## config.mk

```make
export PLATFORM = sky130hd
export DESIGN_NAME = e164_to_enum_domain_top_flat
export DESIGN_NICKNAME = d
export VERILOG_FILES = /design/src/rtl/e164_pkg.sv /design/src/rtl/e164_if.sv /design/src/rtl/e164_dp.sv /design/src/rtl/e164_ctrl.sv /design/src/rtl/e164_to_enum_domain_top.sv /design/src/flat_wrapper.sv
export SDC_FILE = /design/constraint.sdc
export NUM_CORES = 1
export LEC_CHECK = 0
export CORE_MARGIN = 3
export CORE_UTILIZATION = 60
export CTS_CLUSTER_DIAMETER = 40
export DETAILED_ROUTE_END_ITERATION = 12
export DONT_BUFFER_PORTS = 1
export GPL_ROUTABILITY_DRIVEN = 0
export HOLD_SLACK_MARGIN = 0.08
export MAX_ROUTING_LAYER = met4
export PLACE_DENSITY = 0.88
export SLEW_MARGIN = 20
export SYNTH_ARGS = -nofsm -noshare
export SYNTH_HDL_FRONTEND = slang
export SYNTH_SLANG_ARGS = --single-unit
```

## constraint.sdc

```tcl
create_clock -name clk -period 5 [get_ports clk]
set_input_delay 0.75 -clock clk [delete_from_list [all_inputs] [get_ports clk]]
set_output_delay 0.75 -clock clk [all_outputs]
set_load 0.005 [all_outputs]
```

## src/rtl/e164_pkg.sv

```systemverilog
// Shared types and constants for the E.164 to ENUM domain builder.
// Used by the controller, the datapath, the top level and the testbench.
// No dependencies.
`timescale 1ns / 1ps

package e164_pkg;

	// Digit store depth and the count, capacity and need widths.
	localparam int MAX_DIGITS = 15;
	localparam int CNT_W      = 4;
	localparam int CAP_W      = 11;
	localparam int NEED_W     = 12;

	localparam logic [CAP_W-1:0] CAP_RESET   = 11'd256;
	localparam logic [CAP_W-1:0] LEN_MAX     = 11'd2047;

	// Characters that the number and label rules look at.
	localparam logic [7:0] CH_PLUS   = 8'h2B;
	localparam logic [7:0] CH_DOT    = 8'h2E;
	localparam logic [7:0] CH_DASH   = 8'h2D;
	localparam logic [7:0] CH_LPAREN = 8'h28;
	localparam logic [7:0] CH_RPAREN = 8'h29;
	localparam logic [7:0] CH_TAB    = 8'h09;
	localparam logic [7:0] CH_SPACE  = 8'h20;
	localparam logic [7:0] CH_ZERO   = 8'h30;
	localparam logic [7:0] CH_NINE   = 8'h39;
	localparam logic [7:0] CH_LC_A   = 8'h61;
	localparam logic [7:0] CH_LC_Z   = 8'h7A;
	localparam logic [7:0] CH_UC_A   = 8'h41;
	localparam logic [7:0] CH_UC_Z   = 8'h5A;

	// Run status, sent on the last beat of a run.
	typedef enum logic [1:0] {
		ST_OK       = 2'd0,
		ST_INVALID  = 2'd1,
		ST_TOO_MANY = 2'd2,
		ST_NO_SPACE = 2'd3
	} status_t;

	// What the output register is loaded with.
	typedef enum logic [2:0] {
		SEL_ECHO,
		SEL_ECHO_LAST,
		SEL_DIGIT,
		SEL_POINT,
		SEL_DOT_LAST
	} out_sel_t;

	// Commands from the controller to the datapath.
	typedef struct packed {
		logic     accept;
		logic     load_out;
		out_sel_t sel;
	} cmd_t;

	// Status from the datapath to the controller.
	typedef struct packed {
		logic obuf_free;
		logic is_apex;
		logic is_final;
		logic ends_dot;
		logic emit_go;
		logic idx_one;
		logic idx_nonzero;
	} sts_t;

endpackage

```

## src/rtl/e164_if.sv

```systemverilog
// Valid/ready channel interfaces for input characters and output domain characters.
// Depends on e164_pkg for nothing but is compiled after it.
`timescale 1ns / 1ps

interface e164_in_if;
	logic       valid;
	logic       ready;
	logic [7:0] in_byte;
	logic       is_apex;
	logic       is_final;

	modport source (output valid, in_byte, is_apex, is_final, input ready);
	modport sink (input valid, in_byte, is_apex, is_final, output ready);
endinterface

interface e164_out_if;
	logic       valid;
	logic       ready;
	logic [7:0] out_byte;
	logic [1:0] status;
	logic       last;

	modport source (output valid, out_byte, status, last, input ready);
	modport sink (input valid, out_byte, status, last, output ready);
endinterface

```

## src/rtl/e164_dp.sv

```systemverilog
// Datapath: digit store, number and label checks, run status and output register.
// Depends on e164_pkg; driven by commands from e164_ctrl.
`timescale 1ns / 1ps

module e164_dp (
	input  logic                     clk,
	input  logic                     arst_n,
	input  logic                     cfg_we,
	input  logic [e164_pkg::CAP_W-1:0] cfg_wdata,
	input  logic [7:0]               in_byte,
	input  logic                     is_apex,
	input  logic                     is_final,
	input  e164_pkg::cmd_t           cmd,
	output e164_pkg::sts_t           sts,
	output logic                     out_valid,
	input  logic                     out_ready,
	output logic [7:0]               out_byte,
	output logic [1:0]               out_status,
	output logic                     out_last
);

	logic [3:0]                   digit_store [e164_pkg::MAX_DIGITS];
	logic [e164_pkg::CNT_W-1:0]   digit_count_q;
	logic                         plus_seen_q;
	logic                         nonspace_seen_q;
	e164_pkg::status_t            number_error_q;
	logic                         apex_bad_q;
	logic                         label_nonempty_q;
	logic [e164_pkg::CAP_W-1:0]   apex_length_q;
	logic [e164_pkg::CAP_W-1:0]   capacity_q;
	logic [e164_pkg::CNT_W-1:0]   emit_idx_q;
	e164_pkg::status_t            final_status_q;

	logic                         ob_valid_q;
	logic [7:0]                   ob_byte_q;
	e164_pkg::status_t            ob_status_q;
	logic                         ob_last_q;

	// Character classes.
	logic is_digit, is_alnum, is_skip, is_dot;
	logic [3:0] digit_val;

	assign is_digit  = (in_byte >= e164_pkg::CH_ZERO) && (in_byte <= e164_pkg::CH_NINE);
	assign is_alnum  = is_digit
		|| ((in_byte >= e164_pkg::CH_LC_A) && (in_byte <= e164_pkg::CH_LC_Z))
		|| ((in_byte >= e164_pkg::CH_UC_A) && (in_byte <= e164_pkg::CH_UC_Z));
	assign is_dot    = (in_byte == e164_pkg::CH_DOT);
	assign is_skip   = (in_byte == e164_pkg::CH_SPACE) || (in_byte == e164_pkg::CH_TAB)
		|| (in_byte == e164_pkg::CH_DASH) || (in_byte == e164_pkg::CH_LPAREN)
		|| (in_byte == e164_pkg::CH_RPAREN) || is_dot;
	assign digit_val = 4'(in_byte - e164_pkg::CH_ZERO);

	// Number part: next values of the number state for this character.
	logic                       num_wr;
	logic [e164_pkg::CNT_W-1:0] cnt_n;
	e164_pkg::status_t          err_n;
	logic                       plus_n, nonspace_n;
	logic [3:0]                 first_n;

	always_comb begin
		num_wr     = 1'b0;
		cnt_n      = digit_count_q;
		err_n      = number_error_q;
		plus_n     = plus_seen_q;
		nonspace_n = nonspace_seen_q;
		if (number_error_q == e164_pkg::ST_OK) begin
			if (is_digit) begin
				if (digit_count_q >= e164_pkg::CNT_W'(e164_pkg::MAX_DIGITS)) begin
					err_n = e164_pkg::ST_TOO_MANY;
				end else begin
					num_wr     = 1'b1;
					cnt_n      = digit_count_q + 1'b1;
					nonspace_n = 1'b1;
				end
			end else if (in_byte == e164_pkg::CH_PLUS) begin
				if (plus_seen_q || nonspace_seen_q) begin
					err_n = e164_pkg::ST_INVALID;
				end else begin
					plus_n     = 1'b1;
					nonspace_n = 1'b1;
				end
			end else if (!is_skip) begin
				err_n = e164_pkg::ST_INVALID;
			end
		end
		first_n = (num_wr && digit_count_q == '0) ? digit_val : digit_store[0];
	end

	// Apex part: label rules and saturating length.
	logic                       bad_n, label_n;
	logic [e164_pkg::CAP_W-1:0] len_n;

	always_comb begin
		bad_n   = apex_bad_q;
		label_n = label_nonempty_q;
		if (is_alnum || in_byte == e164_pkg::CH_DASH) begin
			label_n = 1'b1;
		end else if (is_dot) begin
			if (!label_nonempty_q && !is_final) begin
				bad_n = 1'b1;
			end
			label_n = 1'b0;
		end else begin
			bad_n = 1'b1;
		end
		len_n = (apex_length_q < e164_pkg::LEN_MAX) ? apex_length_q + 1'b1 : apex_length_q;
	end

	// Run status for a final apex character, in priority order.
	logic [e164_pkg::NEED_W-1:0] need;
	logic                        apex_ok;
	e164_pkg::status_t           run_status;

	assign need = e164_pkg::NEED_W'({digit_count_q, 1'b0})
		+ e164_pkg::NEED_W'(len_n) + (is_dot ? 12'd1 : 12'd2);
	assign apex_ok = !bad_n && (label_n || is_dot);

	always_comb begin
		priority if (capacity_q == '0 || !apex_ok) begin
			run_status = e164_pkg::ST_INVALID;
		end else if (number_error_q != e164_pkg::ST_OK) begin
			run_status = number_error_q;
		end else if (digit_count_q == '0 || digit_store[0] == 4'd0) begin
			run_status = e164_pkg::ST_INVALID;
		end else if (need > e164_pkg::NEED_W'(capacity_q)) begin
			run_status = e164_pkg::ST_NO_SPACE;
		end else begin
			run_status = e164_pkg::ST_OK;
		end
	end

	// Status toward the controller.
	assign sts.obuf_free   = !ob_valid_q || out_ready;
	assign sts.is_apex     = is_apex;
	assign sts.is_final    = is_final;
	assign sts.ends_dot    = is_dot;
	assign sts.emit_go     = !is_apex && is_final && err_n == e164_pkg::ST_OK
		&& cnt_n != '0 && first_n != 4'd0;
	assign sts.idx_one     = (emit_idx_q == e164_pkg::CNT_W'(1));
	assign sts.idx_nonzero = (emit_idx_q != '0);

	// Digit store: plain registers, no reset; only entries below the count are read.
	always_ff @(posedge clk) begin
		if (cmd.accept && !is_apex && num_wr) begin
			digit_store[digit_count_q] <= digit_val;
		end
	end

	// Run state, configuration and emit index.
	always_ff @(posedge clk or negedge arst_n) begin
		if (!arst_n) begin
			digit_count_q    <= '0;
			plus_seen_q      <= 1'b0;
			nonspace_seen_q  <= 1'b0;
			number_error_q   <= e164_pkg::ST_OK;
			apex_bad_q       <= 1'b0;
			label_nonempty_q <= 1'b0;
			apex_length_q    <= '0;
			capacity_q       <= e164_pkg::CAP_RESET;
			emit_idx_q       <= '0;
			final_status_q   <= e164_pkg::ST_OK;
		end else begin
			if (cfg_we) begin
				capacity_q <= cfg_wdata;
			end
			if (cmd.accept && !is_apex) begin
				digit_count_q   <= cnt_n;
				number_error_q  <= err_n;
				plus_seen_q     <= plus_n;
				nonspace_seen_q <= nonspace_n;
				if (sts.emit_go) begin
					emit_idx_q <= cnt_n;
				end
			end else if (cmd.accept && is_apex && !is_final) begin
				apex_bad_q       <= bad_n;
				label_nonempty_q <= label_n;
				apex_length_q    <= len_n;
			end else if (cmd.accept && is_apex) begin
				// End of run: the number and apex state return to reset; the capacity is kept.
				final_status_q   <= run_status;
				digit_count_q    <= '0;
				plus_seen_q      <= 1'b0;
				nonspace_seen_q  <= 1'b0;
				number_error_q   <= e164_pkg::ST_OK;
				apex_bad_q       <= 1'b0;
				label_nonempty_q <= 1'b0;
				apex_length_q    <= '0;
			end
			if (cmd.load_out && cmd.sel == e164_pkg::SEL_POINT) begin
				emit_idx_q <= emit_idx_q - 1'b1;
			end
		end
	end

	// Output register contents for each kind of beat.
	logic [e164_pkg::CNT_W-1:0] rd_idx;
	logic [7:0]                 nxt_byte;
	e164_pkg::status_t          nxt_status;
	logic                       nxt_last;

	assign rd_idx = emit_idx_q - 1'b1;

	always_comb begin
		nxt_byte   = in_byte;
		nxt_status = e164_pkg::ST_OK;
		nxt_last   = 1'b0;
		unique case (cmd.sel)
			e164_pkg::SEL_ECHO: begin
				nxt_byte = in_byte;
			end
			e164_pkg::SEL_ECHO_LAST: begin
				nxt_byte   = in_byte;
				nxt_status = run_status;
				nxt_last   = 1'b1;
			end
			e164_pkg::SEL_DIGIT: begin
				nxt_byte = e164_pkg::CH_ZERO + {4'd0, digit_store[rd_idx]};
			end
			e164_pkg::SEL_POINT: begin
				nxt_byte = e164_pkg::CH_DOT;
			end
			e164_pkg::SEL_DOT_LAST: begin
				nxt_byte   = e164_pkg::CH_DOT;
				nxt_status = final_status_q;
				nxt_last   = 1'b1;
			end
			default: begin
				nxt_byte = in_byte;
			end
		endcase
	end

	// Output register: holds one beat until it is taken.
	always_ff @(posedge clk or negedge arst_n) begin
		if (!arst_n) begin
			ob_valid_q <= 1'b0;
		end else if (cmd.load_out) begin
			ob_valid_q <= 1'b1;
		end else if (out_ready) begin
			ob_valid_q <= 1'b0;
		end
	end

	always_ff @(posedge clk) begin
		if (cmd.load_out) begin
			ob_byte_q   <= nxt_byte;
			ob_status_q <= nxt_status;
			ob_last_q   <= nxt_last;
		end
	end

	assign out_valid  = ob_valid_q;
	assign out_byte   = ob_byte_q;
	assign out_status = ob_status_q;
	assign out_last   = ob_last_q;

`ifndef NO_ASSERTIONS
	a_count_range: assert property (@(posedge clk) disable iff (!arst_n)
		digit_count_q <= e164_pkg::CNT_W'(e164_pkg::MAX_DIGITS))
		else $error("digit count beyond store depth");

	a_status_only_last: assert property (@(posedge clk) disable iff (!arst_n)
		(ob_valid_q && !ob_last_q) |-> (ob_status_q == e164_pkg::ST_OK))
		else $error("nonzero status on a beat that is not last");

	a_run_cleared: assert property (@(posedge clk) disable iff (!arst_n)
		(cmd.accept && is_apex && is_final) |=> (digit_count_q == '0 && apex_length_q == '0))
		else $error("run state not cleared after final apex character");
`endif

endmodule

```

## src/rtl/e164_ctrl.sv

```systemverilog
// Controller: accepts characters and sequences the reversed digit beats and final dot.
// Depends on e164_pkg; drives e164_dp through cmd and reads its sts.
`timescale 1ns / 1ps

module e164_ctrl (
	input  logic           clk,
	input  logic           arst_n,
	input  logic           in_valid,
	output logic           in_ready,
	input  e164_pkg::sts_t sts,
	output e164_pkg::cmd_t cmd
);

	typedef enum logic [1:0] {
		S_TAKE,
		S_DIGIT,
		S_POINT,
		S_DOT_LAST
	} state_t;

	state_t state_q;
	state_t state_d;

	assign in_ready = (state_q == S_TAKE) && sts.obuf_free;

	// Next state and datapath commands.
	always_comb begin
		state_d      = state_q;
		cmd.accept   = 1'b0;
		cmd.load_out = 1'b0;
		cmd.sel      = e164_pkg::SEL_ECHO;
		unique case (state_q)
			S_TAKE: begin
				if (in_valid && in_ready) begin
					cmd.accept = 1'b1;
					if (sts.is_apex) begin
						cmd.load_out = 1'b1;
						if (sts.is_final && sts.ends_dot) begin
							cmd.sel = e164_pkg::SEL_ECHO_LAST;
						end else if (sts.is_final) begin
							state_d = S_DOT_LAST;
						end
					end else if (sts.emit_go) begin
						state_d = S_DIGIT;
					end
				end
			end
			S_DIGIT: begin
				if (sts.obuf_free) begin
					cmd.load_out = 1'b1;
					cmd.sel      = e164_pkg::SEL_DIGIT;
					state_d      = S_POINT;
				end
			end
			S_POINT: begin
				if (sts.obuf_free) begin
					cmd.load_out = 1'b1;
					cmd.sel      = e164_pkg::SEL_POINT;
					state_d      = sts.idx_one ? S_TAKE : S_DIGIT;
				end
			end
			S_DOT_LAST: begin
				if (sts.obuf_free) begin
					cmd.load_out = 1'b1;
					cmd.sel      = e164_pkg::SEL_DOT_LAST;
					state_d      = S_TAKE;
				end
			end
			default: begin
				state_d = S_TAKE;
			end
		endcase
	end

	always_ff @(posedge clk or negedge arst_n) begin
		if (!arst_n) begin
			state_q <= S_TAKE;
		end else begin
			state_q <= state_d;
		end
	end

`ifndef NO_ASSERTIONS
	a_emit_index: assert property (@(posedge clk) disable iff (!arst_n)
		(state_q == S_DIGIT || state_q == S_POINT) |-> sts.idx_nonzero)
		else $error("digit emission with empty index");

	a_emit_start: assert property (@(posedge clk) disable iff (!arst_n)
		(cmd.accept && !sts.is_apex && sts.emit_go) |=> (state_q == S_DIGIT))
		else $error("good final number did not start emission");

	a_load_free: assert property (@(posedge clk) disable iff (!arst_n)
		cmd.load_out |-> sts.obuf_free)
		else $error("output register overwritten while full");
`endif

endmodule

```

## src/rtl/e164_to_enum_domain_top.sv

```systemverilog
// Top level of the E.164 number to ENUM query domain builder.
// Depends on e164_pkg, e164_if, e164_ctrl and e164_dp.
//
//   port      dir   beat contents
//   in_ch     sink  in_byte, is_apex, is_final
//   out_ch    src   out_byte, status, last
//   cfg_we    in    write strobe for domain_capacity (cfg_wdata, 11 bits)
//
// A non-final number character produces no beat; a non-final apex character is echoed.
// A final apex character without a trailing dot is sent as two beats (echo, then dot).
// A final number character of a good number yields 2*N beats for N digits (up to 15),
// a digit then a dot each, one beat per cycle through the single output register while the output is taken.
// Input is held off while the output register is full and not being taken, and while digit and dot beats go out.
// Reset is asynchronous; the capacity returns to 256 and the run state clears.
`timescale 1ns / 1ps

module e164_to_enum_domain_top (
	input  logic                       clk,
	input  logic                       arst_n,
	input  logic                       cfg_we,
	input  logic [e164_pkg::CAP_W-1:0] cfg_wdata,
	e164_in_if.sink                    in_ch,
	e164_out_if.source                 out_ch
);

	e164_pkg::cmd_t cmd;
	e164_pkg::sts_t sts;

	// Sequencer.
	e164_ctrl u_ctrl (
		.clk      (clk),
		.arst_n   (arst_n),
		.in_valid (in_ch.valid),
		.in_ready (in_ch.ready),
		.sts      (sts),
		.cmd      (cmd)
	);

	// Checks, digit store and output register.
	e164_dp u_dp (
		.clk        (clk),
		.arst_n     (arst_n),
		.cfg_we     (cfg_we),
		.cfg_wdata  (cfg_wdata),
		.in_byte    (in_ch.in_byte),
		.is_apex    (in_ch.is_apex),
		.is_final   (in_ch.is_final),
		.cmd        (cmd),
		.sts        (sts),
		.out_valid  (out_ch.valid),
		.out_ready  (out_ch.ready),
		.out_byte   (out_ch.out_byte),
		.out_status (out_ch.status),
		.out_last   (out_ch.last)
	);

endmodule

```

## src/flat_wrapper.sv

```systemverilog
// flat-port wrapper written by rule: the top's interface ports become plain ports
module e164_to_enum_domain_top_flat 
  (clk, arst_n, cfg_we, cfg_wdata, in_ch_valid, in_ch_in_byte, in_ch_is_apex, in_ch_is_final, in_ch_ready, out_ch_valid, out_ch_out_byte, out_ch_status, out_ch_last, out_ch_ready);
  e164_in_if in_ch_i ();
  e164_out_if out_ch_i ();
  input  logic clk;
  input  logic arst_n;
  input  logic cfg_we;
  input  logic [e164_pkg::CAP_W-1:0] cfg_wdata;
  input wire logic [$bits(in_ch_i.valid)-1:0] in_ch_valid;
  input wire logic [$bits(in_ch_i.in_byte)-1:0] in_ch_in_byte;
  input wire logic [$bits(in_ch_i.is_apex)-1:0] in_ch_is_apex;
  input wire logic [$bits(in_ch_i.is_final)-1:0] in_ch_is_final;
  output wire logic [$bits(in_ch_i.ready)-1:0] in_ch_ready;
  output wire logic [$bits(out_ch_i.valid)-1:0] out_ch_valid;
  output wire logic [$bits(out_ch_i.out_byte)-1:0] out_ch_out_byte;
  output wire logic [$bits(out_ch_i.status)-1:0] out_ch_status;
  output wire logic [$bits(out_ch_i.last)-1:0] out_ch_last;
  input wire logic [$bits(out_ch_i.ready)-1:0] out_ch_ready;
  assign in_ch_i.valid = in_ch_valid;
  assign in_ch_i.in_byte = in_ch_in_byte;
  assign in_ch_i.is_apex = in_ch_is_apex;
  assign in_ch_i.is_final = in_ch_is_final;
  assign in_ch_ready = in_ch_i.ready;
  assign out_ch_valid = out_ch_i.valid;
  assign out_ch_out_byte = out_ch_i.out_byte;
  assign out_ch_status = out_ch_i.status;
  assign out_ch_last = out_ch_i.last;
  assign out_ch_i.ready = out_ch_ready;
  e164_to_enum_domain_top u_core (.clk(clk), .arst_n(arst_n), .cfg_we(cfg_we), .cfg_wdata(cfg_wdata), .in_ch(in_ch_i), .out_ch(out_ch_i));
endmodule
```

# --- Word level (Yosys, flattened, before mapping) ---
# Memory sizes are Yosys's and may differ from the RTL's.
# Index checks and enable logic that the tools add are counted.
classes:
  addsub: 7
  n_lt_le_gt_ge: 9
  n_eq_ne: 30
  muxes: 73
  bitwise_logic: 2
  n_reduce_logical: 60
op_table:
  columns: ["cell", "count"]
  rows:
  - ["4-bit 2-to-1 mux", 14]
  - ["8-bit by 6-bit equality test with 1-bit output, second input constant", 6]
  - ["2-bit 2-to-1 mux", 22]
  - ["11-bit 2-to-1 mux", 3]
  - ["1-bit 2-to-1 mux", 29]
  - ["1-bit logical AND", 18]
  - ["8-bit by 7-bit greater-or-equal comparator with 1-bit output, second input constant", 2]
  - ["8-bit by 7-bit less-or-equal comparator with 1-bit output, second input constant", 2]
  - ["2-bit inequality test, second input constant", 8]
  - ["4-bit one-hot mux with 4 select lines", 1]
  - ["8-bit one-hot mux with 2 select lines", 1]
  - ["3-bit inequality test, second input constant", 5]
  - ["1-bit logical OR", 13]
  - ["12-bit by 2-bit adder with 12-bit output", 1]
  - ["5-bit by 11-bit adder with 12-bit output", 1]
  - ["12-bit by 11-bit > comparator with 1-bit output", 1]
  - ["6-bit AND reduction", 2]
  - ["2-bit nonzero test", 6]
  - ["11-bit by 1-bit adder with 11-bit output, second input constant", 1]
  - ["11-bit zero test", 1]
  - ["11-bit less-than comparator, second input constant", 1]
  - ["8-bit by 4-bit equality test with 1-bit output, second input constant", 1]
  - ["8-bit by 6-bit greater-or-equal comparator with 1-bit output, second input constant", 1]
  - ["8-bit by 6-bit less-or-equal comparator with 1-bit output, second input constant", 1]
  - ["24 further kinds", 40]
word_totals:
  register_bits: 52
  ram_bits: 60
  input_bits: 26
  out_inout_bits: 13
  wordCells: 197
  mem_count: 1
mem_list:
  columns: ["memory", "words", "width", "read_ports", "rd_ports_with_merged_regs", "write_ports", "line", "rtl"]
  rows:
  - ["u_core.u_dp.digit_store", 15, 4, 2, 0, 1, "e164_dp.sv:22", "logic [3:0] digit_store [e164_pkg::MAX_DIGITS];"]

# --- Logic depth before layout (Yosys ltp) ---
# Gate-level depths: netlist of run 1.
depth:
  depth_word: 18
  mapped_depth: 21
  ltp_nobuf: 20

# --- By module ---
# From an unflattened synthesis of run 1, not the netlist that was laid out.
hier_totals:
  hier_cells: 551
  hier_area_um2: 6214.7
modules_own_cells:
  columns: ["module", "instances", "cells_each", "area_per_inst_um2", "seq_area_each_um2"]
  rows:
  - ["e164_dp", 1, 529, 6027.0, 3109.2]
  - ["e164_ctrl", 1, 22, 187.7, 50.0]

# --- Worst setup path after synthesis of run 1 ---
# Ideal clock, no wire load.
synth_path:
  kind: "input to register"
  startpoint: "in in_ch_in_byte[4]"
  endpoint: "reg u_core.u_dp.ob_status_q[1], in the netlist u_core.u_dp.out_status[1], data pin"
  setup_ps: 274
  t_arrival_ps: 4753
  required_ps: 4726
  setup_slack_ps: -26
  stages: 19
  n_path_buf: 0
  path_cell_list: "or4b_4 > nor4_4 > fa_1 > inv_1 > ha_1 > fa_1 > a21o_1 > a21oi_1 > nor2b_1 > nor2_1 > nor2_1 > xnor2_1 > ha_1 > a21o_1 > a21oi_1 > nor4bb_1 > a211oi_1 > a221oi_1 > o22ai_1"
synth_via:
  elab_chain_cells: 12
  word_cells_on_any_way: 38
  cone_classes: "add/sub (1); order compare (7); eq/ne (4); mux (14); reduce/logical (12)"
synth_lines:
  columns: ["item", "line", "rtl"]
  rows:
  - ["from (decl)", "flat_wrapper.sv:11", "input wire logic [$bits(in_ch_i.in_byte)-1:0] in_ch_in_byte;"]
  - ["parallel branches: the longest is 11 deep, another holds 12-bit by 2-bit adder with 12-bit output", null, null]
  - ["2-bit one-hot mux with 2 select lines *", "e164_dp.sv:207", "unique case (cmd.sel)"]
  - ["net u_core.u_dp.nxt_status[1]", "e164_dp.sv:198", "e164_pkg::status_t nxt_status;"]
  - ["to (signal assigned)", "e164_dp.sv:247", "ob_status_q <= nxt_status;"]
  - ["to (decl)", "e164_dp.sv:36", "e164_pkg::status_t ob_status_q;"]
# Mark *: on every way through the listed nets, which the timed path passes.
# A chain may end at the register's enable or synchronous reset.

# --- Worst setup path after layout of run 1 ---
layout_path:
  startpoint: "reg u_core.u_dp.apex_length_q[1] in the netlist's numbering"
  endpoint: "reg u_core.u_dp.ob_status_q[1], in the netlist u_core.u_dp.out_status[1], data pin"
layout_via:
  elab_chain_cells: 10
  word_cells_on_any_way: 11
  cone_classes: "add/sub (3); order compare (2); mux (6)"
layout_lines:
  columns: ["item", "line", "rtl"]
  rows:
  - ["from (decl)", "e164_dp.sv:29", "logic [e164_pkg::CAP_W-1:0] apex_length_q;"]
  - ["from (signal assigned)", "e164_dp.sv:177", "apex_length_q <= len_n;"]
  - ["11-bit by 1-bit adder with 11-bit output / 11-bit less-than comparator (equally long branches)", "e164_dp.sv:106", "len_n = (apex_length_q < e164_pkg::LEN_MAX) ? apex_length_q + 1'b1 : apex_length_q;"]
  - ["11-bit 2-to-1 mux *", "e164_dp.sv:106", null]
  - ["5-bit by 11-bit adder with 12-bit output *", "e164_dp.sv:115", "+ e164_pkg::NEED_W'(len_n) + (is_dot ? 12'd1 : 12'd2);"]
  - ["12-bit by 2-bit adder with 12-bit output *", "e164_dp.sv:115", null]
  - ["12-bit by 11-bit > comparator with 1-bit output *", "e164_dp.sv:125", "end else if (need > e164_pkg::NEED_W'(capacity_q)) begin"]
  - ["2-bit 2-to-1 mux *", "e164_dp.sv:125", null]
  - ["2-bit 2-to-1 mux *", "e164_dp.sv:123", "end else if (digit_count_q == '0 || digit_store[0] == 4'd0) begin"]
  - ["2-bit 2-to-1 mux *", "e164_dp.sv:121", "end else if (number_error_q != e164_pkg::ST_OK) begin"]
  - ["2-bit 2-to-1 mux *", "e164_dp.sv:119", "priority if (capacity_q == '0 || !apex_ok) begin"]
  - ["2-bit one-hot mux with 2 select lines *", "e164_dp.sv:207", null]
  - ["net u_core.u_dp.nxt_status[1]", "e164_dp.sv:198", null]
# Mark *: on every way through the listed nets, which the timed path passes. The rest lies on a longest branch.

==> impl_metrics.env, run 1 <==
export IMPL_grt_start_max_net_pins=41
export IMPL_grt_overflow=0
export IMPL_timing_rr_end="u_core.u_dp.out_status[1]"
export IMPL_drt_pass1_iterations=5
export IMPL_cts_max_level=3
export IMPL_ys_warn_count=0
export IMPL_vias=4392
export IMPL_seqPwrFrac=0.406
export IMPL_rows=36
export IMPL_min_path_type="in -> async"
export IMPL_clock_sinks=112
export IMPL_p_clk_frac=0.184
export IMPL_period_share=0.951
export IMPL_grt_use_total=0.257
export IMPL_r2r_start="u_core.u_dp.apex_length_q[1]"
export IMPL_end_kind="flop"
export IMPL_worst_pin_slew_ps=879
export IMPL_clock_path_buffers=2
export IMPL_cap_viol_max_count=0
export IMPL_leakage_nw=2.42
export IMPL_start_util=0.625
export IMPL_rr_worst_depth=20
export IMPL_numCtsBuffers=9
export IMPL_drc=0
export IMPL_antenna_found_initial=0
export IMPL_io_buffers=0
export IMPL_clk_pin_slew_ps=120
export IMPL_clkLatencyLatePin_ps=410
export IMPL_die_h_um=108
export IMPL_slew_limit_headroom=0.409
export IMPL_grt_pass1_vias=4309
export IMPL_yosysUniqueCellTypes=72
export IMPL_layout_nets=594
export IMPL_fmax_mhz=210
export IMPL_fin_skew_ps=16.1
export IMPL_timing_final_ws_setup_ps=246
export IMPL_outcome="complete, no violations"
export IMPL_area_growth_pct=5.29
export IMPL_setup_viol=0
export IMPL_routed_wl_mm=13.7
export IMPL_criticalPathCategory="reg -> reg"
export IMPL_cp_arrival_ps=4900
export IMPL_syn_cell_area_sq_mm=0.00620
export IMPL_routedWlPerCell_um=20.3
export IMPL_num_io_pins=39
export IMPL_p_sw_frac=0.388
export IMPL_antenna_cells=0
export IMPL_cts_tree="yes"
export IMPL_synth_edf_count=71
export IMPL_powerDensity_mw_per_mm2=499
export IMPL_hold_viol_final=0
export IMPL_vias_per_cell=6.49
export IMPL_core_sq_mm=0.00991
export IMPL_dieArea_sq_mm=0.0116
export IMPL_slew_viol_final=0
export IMPL_ys_ff_latch=112
export IMPL_avgSynthCellArea_sq_um=11.3
export IMPL_yosysSeqAreaShare=0.510
export IMPL_nFillCells=710
export IMPL_die_x_um=108
export IMPL_cp_required_ps=5150
export IMPL_min_period_ps=4750
export IMPL_finalInstanceArea_sq_mm=0.00652
export IMPL_cp_start_kind="flop"
export IMPL_cts_root_buf="clkbuf_8"
export IMPL_syn_inst=546
export IMPL_p_int_w=0.00199
export IMPL_ir_drop_mv=0.263
export IMPL_dp_slack_ps=-160
export IMPL_dpl_hpwl_mm=9.73
export IMPL_switching_power_w=0.00126
export IMPL_drtAntennaViolNets=0
export IMPL_synth_nets=601
export IMPL_cp_max_fo=8
export IMPL_r2r_setup_slack_ps=250
export IMPL_pwr_share_comb=0.410
export IMPL_drt_iter0_drc=423
export IMPL_async_reset_ff_frac=0.366
export IMPL_yosys_most_used_dff="edfxtp_1"
export IMPL_grt_pass1_wl_mm=22.1
export IMPL_drive_gt1_frac=0.140
export IMPL_place_area_sq_mm=0.00625
## logic make-up (layout without fill, tap and decap cells)
group | Yosys count | in the layout | synth area share
compound gates | 108 | 108 | 0.112
xor+xnor | 14 | 14 | 0.0198
fa+ha+maj | 29 | 29 | 0.0610
buf+inv | 55 | 53 | 0.0466
flops | 112 | 112 | 0.510
mux | 30 | 30 | 0.0816
simple gates | 198 | 198 | 0.169
## timing repair
item | in CTS | in global routing
hold buffers | 1 | 0
gates resized for setup | 0 | 4
endpoints found under the setup margin | 0 | 3
hold endpoints to repair | 40 | 0
setup buffers | 0 | 1
## per-layer routing
layer	part of all wire	track usage
met4	0.024	0.0893
met1	0.41	0.333
met2	0.49	0.400
met5	0	-
met3	0.074	0.0630
## cell type report
class                   count  area [sq um]  area share
clock buffers               9           124      0.0190
clock inverters             7           105      0.0161
inverters                  25          93.8      0.0144
multi-input cells         379          2770       0.425
flip-flops and latches    112          3160       0.485
well taps                 133           166      0.0255
repair buffers             12           103      0.0157
## through the flow
stage | hold WS [ps] | setup TNS [ps] | total power (W) | instances | utilization
2_1_floorplan | 454 | 0 | 0.00233 | 546 | -
3_3_place_gp | 456 | 0 | 0.00255 | 659 | 0.630
3_5_place_dp | 456 | -246 | 0.00264 | 659 | 0.630
4_1_cts | 161 | 0 | 0.00324 | 676 | 0.655
5_1_grt | 148 | -10.4 | 0.00346 | 677 | 0.658
6_report | 171 | 0 | 0.00326 | 677 | 0.658
## state kept, by name, indices dropped and copies added, names as in the netlist, 4 cells and up
signal / flops
u_core.u_dp.digit_store: 60
u_core.u_dp.capacity_q: 11
u_core.u_dp.apex_length_q: 11
u_core.u_dp.digit_count_q: 4
u_core.u_dp.out_byte: 8
u_core.u_dp.emit_idx_q: 4
## placed cells by master, fill, tap and decap left out, types with 6 or more instances in the layout
master    count
edfxtp_1     71
nand2_1      56
nor2_1       51
dfrtp_1      38
a21oi_1      27
ha_1         27
o21ai_0      26
inv_1        25
nand3_1      18
mux4_2       16
nor3_1       13
xnor2_1      12
mux2i_1      12
buf_4        11
nand4_1      10
clkbuf_8      9
nor2b_1       7
nor4_1        7
a31oi_1       6
## power by group through the flow
stage	Combinational [W]	Sequential, W	Clock [W]
after floorplan	0.00113	0.00120	0
after global placement	0.00123	0.00132	0
after detailed placement	0.00130	0.00133	0
after CTS	0.00132	0.00131	0.000606
after global routing	0.00147	0.00135	0.000642
final	0.00134	0.00132	0.000600
## cell usage after synthesis (13+ instances only)
| cell | number | area share |
|---|---|---|
| nor2_1 | 52 | 0.032 |
| edfxtp_1 | 71 | 0.34 |
| mux4_2 | 16 | 0.058 |
| dfrtp_1 | 40 | 0.16 |
| a21oi_1 | 29 | 0.023 |
| nor3_1 | 13 | 0.011 |
| nand3_1 | 18 | 0.015 |
| nand2_1 | 56 | 0.034 |
| inv_1 | 25 | 0.015 |
| ha_1 | 27 | 0.055 |
| o21ai_0 | 26 | 0.021 |
## critical path: stages, from the launching register on
cell	delay [ps]
dfrtp_2	470
nand4_1	230
nor2_2	230
a21oi_1	130
fa_1	500
inv_1	40
ha_1	220
fa_1	390
a21o_1	200
a21oi_2	150
nor2b_1	60
nor2_1	120
nor2_1	80
xnor2_1	190
ha_1	280
a21o_1	190
a21oi_1	190
nor4bb_2	260
a211oi_1	140
a221oi_2	320
o22ai_1	100
## worst max path at each step
stage / depth (start not counted) / slack [ps] / start / to
6_report: 20 / 250 / u_core.u_dp.apex_length_q[1] / u_core.u_dp.out_status[1]
5_1_grt: 20 / -10 / u_core.u_dp.apex_length_q[1] / u_core.u_dp.out_status[1]
4_1_cts: 20 / 10 / u_core.u_dp.apex_length_q[1] / u_core.u_dp.out_status[1]
3_5_place_dp: 19 / -160 / in_ch_in_byte[4] / u_core.u_dp.out_status[1]
3_3_place_gp: 19 / 40 / in_ch_in_byte[4] / u_core.u_dp.out_status[1]
2_1_floorplan: 19 / 20 / in_ch_in_byte[4] / u_core.u_dp.out_status[1]
No activity file was read; power rests on OpenSTA's default activity.
==> run 2, diff against run 1 <==
--- a/config.mk
+++ b/config.mk
@@ -5,8 +5,8 @@
 export SDC_FILE = /design/constraint.sdc
 export NUM_CORES = 1
 export LEC_CHECK = 0
-export CORE_MARGIN = 3
 export CORE_UTILIZATION = 60
+export CTS_BUF_LIST = sky130_fd_sc_hd__clkbuf_16
 export CTS_CLUSTER_DIAMETER = 40
 export DETAILED_ROUTE_END_ITERATION = 12
 export DONT_BUFFER_PORTS = 1
==> impl_metrics.env, run 2 (synthesis results as in run 1) <==
export IMPL_period_share=0.954
export IMPL_drt_pass1_iterations=5
export IMPL_cp_arrival_ps=4870
export IMPL_final_common_cell="edfxtp_1"
export IMPL_criticalPathCategory="reg -> reg"
export IMPL_timing_final_ws_setup_ps=229
export IMPL_clk_pin_slew_ps=90
export IMPL_r2r_start="u_core.u_dp.apex_length_q[1]"
export IMPL_drtAntennaViolNets=0
export IMPL_p_sw_frac=0.383
export IMPL_ir_drop_mv=0.250
export IMPL_layout_common_cells="edfxtp_1 (71), nand2_1 (56), nor2_1 (51), dfrtp_1 (38)"
export IMPL_startpoint="u_core.u_dp.apex_length_q[1]"
export IMPL_die_x_um=104
export IMPL_leakage_nw=2.44
export IMPL_slew_limit_headroom=0.383
export IMPL_setup_viol=0
export IMPL_grt_start_max_net_pins=41
export IMPL_finalInstanceArea_sq_mm=0.00660
export IMPL_cts_tree="yes"
export IMPL_end_kind="flop"
export IMPL_cp_required_ps=5090
export IMPL_grt_overflow=0
export IMPL_cts_max_level=3
export IMPL_clock_sinks=112
export IMPL_clock_path_buffers=2
export IMPL_reg_top3="u_core.u_dp.digit_store x60, u_core.u_dp.apex_length_q x11, u_core.u_dp.capacity_q x11"
export IMPL_top_register="u_core.u_dp.digit_store"
export IMPL_grt_pass1_vias=4493
export IMPL_largest_register_ffs=60
export IMPL_vias_per_cell=6.57
export IMPL_powerDensity_mw_per_mm2=516
export IMPL_dpl_hpwl_mm=9.77
export IMPL_cap_viol_max_count=0
export IMPL_fin_skew_ps=10.4
export IMPL_numCtsBuffers=9
export IMPL_die_h_um=104
export IMPL_cp_start_kind="flop"
export IMPL_dieArea_sq_mm=0.0107
export IMPL_core_sq_mm=0.00991
export IMPL_grt_use_total=0.283
export IMPL_p_int_w=0.00210
export IMPL_io_buffers=0
export IMPL_antenna_cells=0
export IMPL_whs_ps=230
export IMPL_layout_nets=593
export IMPL_min_path_type="in -> async"
export IMPL_vias=4442
export IMPL_nFillCells=701
export IMPL_fmax_mhz=210
export IMPL_layoutNonFillerInstCount=676
export IMPL_min_period_ps=4770
export IMPL_cts_root_buf="clkbuf_16"
export IMPL_dp_slack_ps=-148
export IMPL_routedWlPerCell_um=20.8
export IMPL_place_area_sq_mm=0.00625
export IMPL_dp_cells=659
export IMPL_area_growth_pct=6.50
export IMPL_drt_iter0_drc=391
export IMPL_grt_pass1_wl_mm=22.8
export IMPL_cp_max_fo=8
export IMPL_pwr_share_comb=0.392
export IMPL_slew_viol_final=0
export IMPL_routed_wl_mm=14.1
export IMPL_drc=0
export IMPL_seqPwrFrac=0.388
export IMPL_antenna_found_initial=0
export IMPL_worst_pin_slew_ps=917
export IMPL_outcome="complete, no violations"
export IMPL_p_total_w=0.00341
export IMPL_num_io_pins=39
export IMPL_clkLatencyLatePin_ps=370
export IMPL_start_util=0.625
export IMPL_hold_viol_final=0
export IMPL_rows=36
export IMPL_drive_gt1_frac=0.136
export IMPL_p_clk_frac=0.220
export IMPL_switching_power_w=0.00130
==> run 2: power by group through the flow <==
stage	registers (W)	logic (W)	clock network (W)
finish	0.00132	0.00134	0.000749
global route	0.00134	0.00146	0.000789
CTS	0.00131	0.00132	0.000754
detailed placement	0.00133	0.00129	0
global placement	0.00132	0.00123	0
floorplan	0.00120	0.00113	0
==> run 2: worst paths after layout <==
path	to	slack, ps	cells after the start
hold / removal	u_core.u_dp.number_error_q[1]	230	1
min in group clk	u_core.u_dp.capacity_q[8]	450	1
setup / recovery	u_core.u_dp.out_status[1]	230	20
max in group asynchronous	u_core.u_dp.emit_idx_q[0]	4550	1
setup reg to reg	u_core.u_dp.out_status[1]	230	20
hold reg to reg	u_core.u_dp.capacity_q[8]	540	2
==> run 2: area by class of cell <==
| class | instances | area (sq um) | share of cell area |
|---|---|---|---|
| Tap cell | 133 | 166 | 0.0252 |
| Timing Repair Buffer | 11 | 95.1 | 0.0144 |
| Sequential cell | 112 | 3160 | 0.479 |
| Clock inverter | 7 | 87.6 | 0.0133 |
| Inverter | 25 | 93.8 | 0.0142 |
| Multi-Input combinational cell | 379 | 2770 | 0.420 |
| Clock buffer | 9 | 225 | 0.0341 |
==> run 2: timing repair <==
action	in CTS	in global routing
endpoints found under the setup margin	0	3
hold endpoints to repair	40	0
hold buffers	1	0
setup buffers	0	0
resized for setup	0	4
==> run 2: worst max-delay path, stage by stage (launching register included) <==
cell      delay, ps
dfrtp_2         450
nand4_1         250
nor2_4          220
a21oi_1         120
fa_1            500
inv_1            50
ha_1            210
fa_1            390
a21o_1          200
a21oi_2         160
nor2b_1          60
nor2_1          130
nor2_1           90
xnor2_1         140
ha_1            310
a21o_1          190
a21oi_1         180
nor4bb_1        220
a211oi_1        130
a221oi_2        340
o22ai_1         150
==> run 2: metal layers <==
layer  wire length [um]  GRT usage  vias up
li1                   -          -     2009
met1               5620      0.356     2156
met2               6960      0.440      247
met3               1200     0.0705       30
met4                287      0.117        0
met5                  0          -        -
==> run 2: through the flow <==
stage               utilization  TNS, ps
detailed placement        0.630     -221
finish                    0.666        0
global route              0.666    -46.4
floorplan                     -        0
CTS                       0.664        0
global placement          0.630        0
